### config.mk
export PLATFORM = sky130hd
export DESIGN_NAME = indexed_list_insert_erase_top
export DESIGN_NICKNAME = d
export VERILOG_FILES = /design/src/hdl/ilie_pkg.sv /design/src/hdl/ilie_cell.sv /design/src/hdl/indexed_list_insert_erase_top.sv
export SDC_FILE = /design/constraint.sdc
export NUM_CORES = 2
export LEC_CHECK = 0
export BUFFER_PORTS_ARGS = -buffer_cell sky130_fd_sc_hd__buf_2
export CORE_MARGIN = 4
export CORE_UTILIZATION = 38
export DETAILED_ROUTE_END_ITERATION = 6
export GPL_TIMING_DRIVEN = 0
export SYNTH_ARGS = -nofsm -noshare
export SYNTH_HDL_FRONTEND = slang
export SYNTH_SLANG_ARGS = --single-unit
export TNS_END_PERCENT = 100
### constraint.sdc
create_clock -name clk_i -period 6.1 [get_ports clk_i]
set_input_delay 0.305 -clock clk_i [delete_from_list [all_inputs] [get_ports clk_i]]
set_output_delay 0.305 -clock clk_i [all_outputs]
set_load 0.01 [all_outputs]
### src/hdl/ilie_pkg.sv
// shared types and constants of the indexed list
`default_nettype none

package ilie_pkg;

  localparam int unsigned DEPTH  = 16;
  localparam int unsigned ELEM_W = 32;
  localparam int unsigned IDX_W  = 4;   // match position field
  localparam int unsigned CNT_W  = 5;   // count, position and capacity fields
  localparam int unsigned CAP_RESET = 16;

  typedef enum logic [1:0] {
    CMD_INSERT = 2'd0,
    CMD_ERASE  = 2'd1,
    CMD_READ   = 2'd2,
    CMD_SEARCH = 2'd3
  } cmd_e;

  typedef enum logic [1:0] {
    ST_OK    = 2'd0,
    ST_RANGE = 2'd1,
    ST_FULL  = 2'd2,
    ST_EMPTY = 2'd3
  } status_e;

  // command broadcast to every cell of the row
  typedef struct packed {
    logic              ins;
    logic              ers;
    logic [CNT_W-1:0]  pos;
    logic [ELEM_W-1:0] val;
  } cell_cmd_t;

endpackage

`default_nettype wire

### src/hdl/ilie_cell.sv
// one list cell: holds an entry, shifts with its neighbors, compares against the key
`default_nettype none

module ilie_cell (
  input  wire logic                       clk_i,
  input  wire ilie_pkg::cell_cmd_t        cmd_i,
  input  wire logic [ilie_pkg::IDX_W-1:0] idx_i,
  input  wire logic [ilie_pkg::CNT_W-1:0] count_i,
  input  wire logic [ilie_pkg::ELEM_W-1:0] left_i,
  input  wire logic [ilie_pkg::ELEM_W-1:0] right_i,
  output logic [ilie_pkg::ELEM_W-1:0]     entry_o,
  output logic                            hit_o,
  output logic [ilie_pkg::ELEM_W-1:0]     rd_o
);
  import ilie_pkg::*;

  logic [ELEM_W-1:0] entry_q, entry_d;
  logic [CNT_W-1:0]  idx_ext;
  logic              valid;

  assign idx_ext = {{(CNT_W-IDX_W){1'b0}}, idx_i};
  assign valid   = idx_ext < count_i;

  always_comb begin
    entry_d = entry_q;
    if (cmd_i.ins) begin
      if (idx_ext == cmd_i.pos) begin
        entry_d = cmd_i.val;
      end else if (idx_ext > cmd_i.pos) begin
        entry_d = left_i;
      end
    end else if (cmd_i.ers && (idx_ext >= cmd_i.pos)) begin
      entry_d = right_i;
    end
  end

  // payload only, no reset
  always_ff @(posedge clk_i) begin
    entry_q <= entry_d;
  end

  assign entry_o = entry_q;
  assign hit_o   = valid && (entry_q == cmd_i.val);
  assign rd_o    = (idx_ext == cmd_i.pos) ? entry_q : '0;

endmodule

`default_nettype wire

### src/hdl/indexed_list_insert_erase_top.sv
// top level of the indexed list: command decode, cell row and result register
// result: registered in the output register when its command item is accepted
// throughput: one command item per cycle; every cell shifts and compares in parallel
// a waiting result blocks new items only while the downstream side holds tready low
// reset (rst_ni low, asynchronous): count 0, capacity 16, no result pending
// entries are not reset; only positions below the count are ever read
`default_nettype none

module indexed_list_insert_erase_top (
  input  wire logic        clk_i,
  input  wire logic        rst_ni,
  // configuration: capacity write
  input  wire logic        cfg_valid_i,
  output logic             cfg_ready_o,
  input  wire logic [4:0]  cfg_data_i,    // capacity
  // command item stream
  input  wire logic        s_tvalid_i,
  output logic             s_tready_o,
  input  wire logic [39:0] s_tdata_i,     // position[4:0], value[36:5], zero fill
  input  wire logic [1:0]  s_tuser_i,     // cmd
  // result item stream
  output logic             m_tvalid_o,
  input  wire logic        m_tready_i,
  output logic [47:0]      m_tdata_o,     // read_value[31:0], found[32],
                                          // match_position[36:33], count[41:37], zero fill
  output logic [1:0]       m_tuser_o      // status
);
  import ilie_pkg::*;

  // control state
  logic [CNT_W-1:0] count_q, count_d;
  logic [CNT_W-1:0] cap_q;
  logic             out_vld_q;

  // result payload register
  logic [1:0]        status_q, status_d;
  logic [ELEM_W-1:0] rdval_q, rdval_d;
  logic              found_q, found_d;
  logic [IDX_W-1:0]  mpos_q, mpos_d;
  logic [CNT_W-1:0]  cnt_out_q;

  // unpacked command fields
  cmd_e              cmd;
  logic [CNT_W-1:0]  pos;
  logic [ELEM_W-1:0] val;
  logic              accept;
  logic [CNT_W-1:0]  limit;

  cell_cmd_t         cell_cmd;
  logic [ELEM_W-1:0] entry_w [DEPTH];
  logic [ELEM_W-1:0] rd_w    [DEPTH];
  logic [DEPTH-1:0]  hit_w;
  logic [ELEM_W-1:0] rd_any;
  logic [IDX_W-1:0]  first_hit;

  assign cmd = cmd_e'(s_tuser_i);
  assign pos = s_tdata_i[CNT_W-1:0];
  assign val = s_tdata_i[CNT_W +: ELEM_W];

  // output register parts the two sides; a new item enters as the old result leaves
  assign s_tready_o  = !out_vld_q || m_tready_i;
  assign accept      = s_tvalid_i && s_tready_o;
  assign cfg_ready_o = 1'b1;

  // effective limit is the smaller of capacity and the built depth
  assign limit = (cap_q > CNT_W'(DEPTH)) ? CNT_W'(DEPTH) : cap_q;

  // row of cells, each sees its left and right neighbor
  for (genvar g = 0; g < DEPTH; g++) begin : g_cell
    logic [ELEM_W-1:0] left_v, right_v;
    if (g == 0) begin : g_first
      assign left_v = '0;
    end else begin : g_inner_l
      assign left_v = entry_w[g-1];
    end
    if (g == DEPTH-1) begin : g_last
      assign right_v = '0;
    end else begin : g_inner_r
      assign right_v = entry_w[g+1];
    end

    ilie_cell u_cell (
      .clk_i   (clk_i),
      .cmd_i   (cell_cmd),
      .idx_i   (IDX_W'(g)),
      .count_i (count_q),
      .left_i  (left_v),
      .right_i (right_v),
      .entry_o (entry_w[g]),
      .hit_o   (hit_w[g]),
      .rd_o    (rd_w[g])
    );
  end

  // only the addressed cell drives a nonzero read word
  always_comb begin
    rd_any = '0;
    for (int i = 0; i < DEPTH; i++) begin
      rd_any = rd_any | rd_w[i];
    end
  end

  // lowest matching position
  always_comb begin
    first_hit = '0;
    for (int i = DEPTH-1; i >= 0; i--) begin
      if (hit_w[i]) begin
        first_hit = IDX_W'(i);
      end
    end
  end

  // command decode, status and next count
  always_comb begin
    status_d     = ST_OK;
    rdval_d      = '0;
    found_d      = 1'b0;
    mpos_d       = '0;
    count_d      = count_q;
    cell_cmd.ins = 1'b0;
    cell_cmd.ers = 1'b0;
    cell_cmd.pos = pos;
    cell_cmd.val = val;
    unique case (cmd)
      CMD_INSERT: begin
        if (pos > count_q) begin
          status_d = ST_RANGE;
        end else if (count_q >= limit) begin
          status_d = ST_FULL;
        end else begin
          cell_cmd.ins = accept;
          count_d      = count_q + 1'b1;
        end
      end
      CMD_ERASE: begin
        if (count_q == '0) begin
          status_d = ST_EMPTY;
        end else if (pos >= count_q) begin
          status_d = ST_RANGE;
        end else begin
          cell_cmd.ers = accept;
          count_d      = count_q - 1'b1;
        end
      end
      CMD_READ: begin
        if (count_q == '0) begin
          status_d = ST_EMPTY;
        end else if (pos >= count_q) begin
          status_d = ST_RANGE;
        end else begin
          rdval_d = rd_any;
        end
      end
      CMD_SEARCH: begin
        found_d = |hit_w;
        mpos_d  = found_d ? first_hit : '0;
      end
      default: begin
        status_d = ST_OK;
      end
    endcase
  end

  // control registers
  always_ff @(posedge clk_i or negedge rst_ni) begin
    if (!rst_ni) begin
      count_q   <= '0;
      cap_q     <= CNT_W'(CAP_RESET);
      out_vld_q <= 1'b0;
    end else begin
      if (cfg_valid_i && cfg_ready_o) begin
        cap_q <= cfg_data_i;
      end
      if (accept) begin
        count_q   <= count_d;
        out_vld_q <= 1'b1;
      end else if (m_tready_i) begin
        out_vld_q <= 1'b0;
      end
    end
  end

  // result payload, loaded with each accepted item
  always_ff @(posedge clk_i) begin
    if (accept) begin
      status_q  <= status_d;
      rdval_q   <= rdval_d;
      found_q   <= found_d;
      mpos_q    <= mpos_d;
      cnt_out_q <= count_d;
    end
  end

  assign m_tvalid_o = out_vld_q;
  assign m_tuser_o  = status_q;
  assign m_tdata_o  = {6'b0, cnt_out_q, mpos_q, found_q, rdval_q};

endmodule

`default_nettype wire

==> flow_summary.json <==
{
  "nFillCells": 9550,
  "layout_common_cells": "nand2_1, edfxtp_1, o21ai_0",
  "start_util_pct": 38.4,
  "drv_cap": 6,
  "syn-cell-area_um2": 37300,
  "wl_per_cell_um": 43.0,
  "path_delay_family": "buffers and inverters",
  "yosys.area.top_type_share_pct": 44.8,
  "ys_seq_area_share_pct": 45.5,
  "synthXorXnorAreaFrac_pct": 12.2,
  "clk_pin_slew_ns": 0.06,
  "multi_input_area_um2": 18700,
  "mostFrequentLayoutCell": "nand2_1",
  "p_leak_nw": 14.5,
  "core_area_um2": 97000,
  "die_x_um": 321,
  "grt_overflow_total": 0,
  "die_h_um": 321,
  "worstMarginPinSlew_ns": 1.67,
  "post-route-min-period_ns": 5.69,
  "crit_fanout": 10,
  "track_usage_pct": 42.9,
  "cts_resized": 0,
  "antenna_found_initial": 8,
  "synth.area.mux_share_pct": 9.68,
  "fmax_mhz": 176,
  "combinationalPowerShare_pct": 17.1,
  "required_ns": 6.44,
  "hold_viol": 0,
  "cp.arrival_ns": 6.03,
  "power.density_nw_per_um2": 259,
  "vdd_drop_max_uv": 190,
  "relSlewSlack_pct": -11.9,
  "synthFlopType": "edfxtp_1",
  "dr.pass1.iters": 7,
  "status": "complete, but fails checks",
  "syn_to_final_growth_pct": 13.4,
  "clockBufferDepth": 3,
  "synth_top_family_by_area": "compound AO/OA/AOI/OAI gates",
  "drt_iter0_drc": 6651,
  "critPathBufInv": 4,
  "top_layer": "met5",
  "p_seq_share_pct": 42.1,
  "crit_path_end_kind": "flop",
  "routed-wl-met2_um": 94100,
  "worst_path_largest_cell_delay_ns": 1.12,
  "yosysTopAreaCell": "edfxtp_1",
  "synth_seq_cells": 567,
  "synth_adder_area_share_pct": 0.604,
  "wl_um": 229000,
  "ioPinCount": 105,
  "tritoncts": "yes",
  "synth_area_leaders": "edfxtp_1, mux2i_1, nand2_1",
  "drive_gt1_share_pct": 9.43,
  "yosys_warnings": 0,
  "dieArea_um2": 103000,
  "ys_types": 60,
  "cellInternalPower_mw": 7.48,
  "route.met3.wl_um": 30200,
  "cts_sinks": 567,
  "htreeDepth": 3,
  "hold_path_class": "input port to async pin",
  "async_flop_share_pct": 1.94,
  "finalNonFillerCells": 5329,
  "cp_slowest_cell": "clkbuf_1",
  "rsz0062_at_grt": "false",
  "path_cells": "clkbuf_1, inv_1, ha_1, a21o_1, a21oi_1, a32oi_1, nor2b_1, nand2_1, nor2_2, clkbuf_1, buf_1, a31oi_1",
  "clk_latency_ns": 0.67,
  "grt_first_pass_wirelength_um": 298000,
  "p_sw_mw": 3.49,
  "p_clk_share_pct": 40.8,
  "fin_worst_skew_ns": 0.0324,
  "synth_compound_area_share_pct": 13.7,
  "viasPerCell": 6.74,
  "drc": 19,
  "crit_top_cell": "clkbuf_1",
  "avgSynthCellArea_um2": 9.77,
  "r2r-start": "count_q[2]",
  "rows": 114,
  "synth_edf_count": 556,
  "netlist_instances": 3818,
  "dpl.hpwl_um": 184000,
  "synthSimpleGateAreaFrac_pct": 13.4,
  "fin_nets": 4065,
  "antenna_left": 0,
  "regArea_um2": 17000,
  "wl_met1_um": 84400,
  "slew_violations": 51,
  "violations": "design-rule violations, max-capacitance violations, max-slew violations",
  "crit_type": "flop to flop",
  "io_buffers": 61,
  "gp_congestion": 1.11,
  "grt_max_degree": 43,
  "worstSetupStartpointType": "flop",
  "grt_pass1_vias": 33100,
  "min_period_over_period_pct": 93.3,
  "cts_buffers": 73,
  "dp_cells": 5181,
  "startpoint": "count_q[2]",
  "root_buffer": "clkbuf_16",
  "power_mw": 11.0,
  "switching_share_pct": 31.8,
  "route.vias.total": 35900,
  "hold_ws_ns": 0.0511,
  "setup_viol_count_final": 0
}
## logic make-up (layout without fill, tap and decap cells)
family | after synthesis | count (layout)
buffers and inverters | 395 | 623
AND/OR/NAND/NOR | 1161 | 1161
multiplexers | 360 | 360
adder cells (fa/ha/maj) | 18 | 18
other | 2 | 9
flip-flops | 567 | 567
AO/OA/AOI/OAI | 796 | 796
XOR/XNOR | 519 | 519
## per-layer routing
metal  GRT usage [%]  vias up
met4            29.1        4
met2            62.6     3101
met5               0        -
met3            15.7      740
li1                -    14300
met1            53.1    17800
## worst paths after layout
| kind | endpoint | slack, ns | depth (start not counted) |
|---|---|---|---|
| max in group asynchronous | cap_q[4] | 5.76 | 2 |
| setup / recovery | g_cell[8].u_cell.entry_o[22] | 0.41 | 12 |
| hold reg to reg | g_cell[14].u_cell.entry_o[24] | 0.62 | 2 |
| hold / removal | count_q[2] | 0.05 | 2 |
| setup reg to reg | g_cell[8].u_cell.entry_o[22] | 0.41 | 12 |
| min in group clk_i | m_tuser_o[1] | 0.16 | 3 |
## metrics by stage
stage / setup WS, ns / util (%) / area (um2) / setup TNS, ns
6_report: 0.409 / 43.6 / 42300 / 0
5_1_grt: 0.493 / 43.6 / 42300 / 0
4_1_cts: 0.452 / 43.5 / 42200 / 0
3_5_place_dp: 0.486 / 41.0 / 39800 / 0
3_3_place_gp: -2.01 / 40.4 / 39200 / -212.30
2_1_floorplan: 0.950 / - / 37300 / 0
## sequential cells by signal (all words and copies together) (netlist names), 2 cells and up
| name | count |
|---|---|
| mpos_q | 4 |
| rdval_q | 32 |
| count_q | 5 |
| cap_q | 5 |
| g_cell.u_cell.entry_o | 512 |
| m_tuser_o | 2 |
| cnt_out_q | 5 |
## worst register-to-register path: cells and delay by family (launching register included)
| kind | cells | cell delay, ns |
|---|---|---|
| AO/OA/AOI/OAI | 4 | 0.78 |
| flip-flops | 1 | 0.45 |
| buffers and inverters | 4 | 2.81 |
| AND/OR/NAND/NOR | 3 | 1.08 |
| adder cells (fa/ha/maj) | 1 | 0.27 |
## timing repair
item / CTS / global route
hold endpoints to repair: 17 / 0
hold buffers: 14 / 0
setup buffers: 0 / 0
## power groups by stage
stage | Combinational (mW) | Clock (mW) | Sequential, mW
after global placement | 1.69 | 0 | 4.69
after global routing | 1.91 | 4.61 | 4.61
after CTS | 1.75 | 4.45 | 4.61
after detailed placement | 1.74 | 0 | 4.68
after floorplan | 0.944 | 0 | 4.60
final | 1.88 | 4.47 | 4.61
## area by class of cell
class                   count  share of cell area [%]
multi-input cells        2861                    44.2
flip-flops and latches    567                    40.1
clock buffers              84                    4.52
plain buffers             378                    4.14
well taps                1276                    3.78
repair buffers             97                    2.05
clock inverters            47                    1.02
inverters                  17                   0.154
diodes                      2                  0.0118
## Yosys cell counts (5+ instances only)
cell,number
nand2_1,740
edfxtp_1,556
o21ai_0,365
mux2i_1,355
xor2_1,306
clkbuf_1,218
xnor2_1,213
nor2_1,135
a31oi_1,130
buf_2,119
a221oi_1,93
a22o_1,90
nor4_1,82
nand4_1,67
a21oi_1,53
nand3_1,49
and3_1,34
a222oi_1,32
nor3_1,20
buf_4,19
ha_1,18
inv_1,15
buf_1,10
dfrtp_1,10
nand2b_1,10
or3_1,10
buf_6,9
a22oi_1,8
mux2_2,5
No activity file was read; power rests on OpenSTA's default activity.
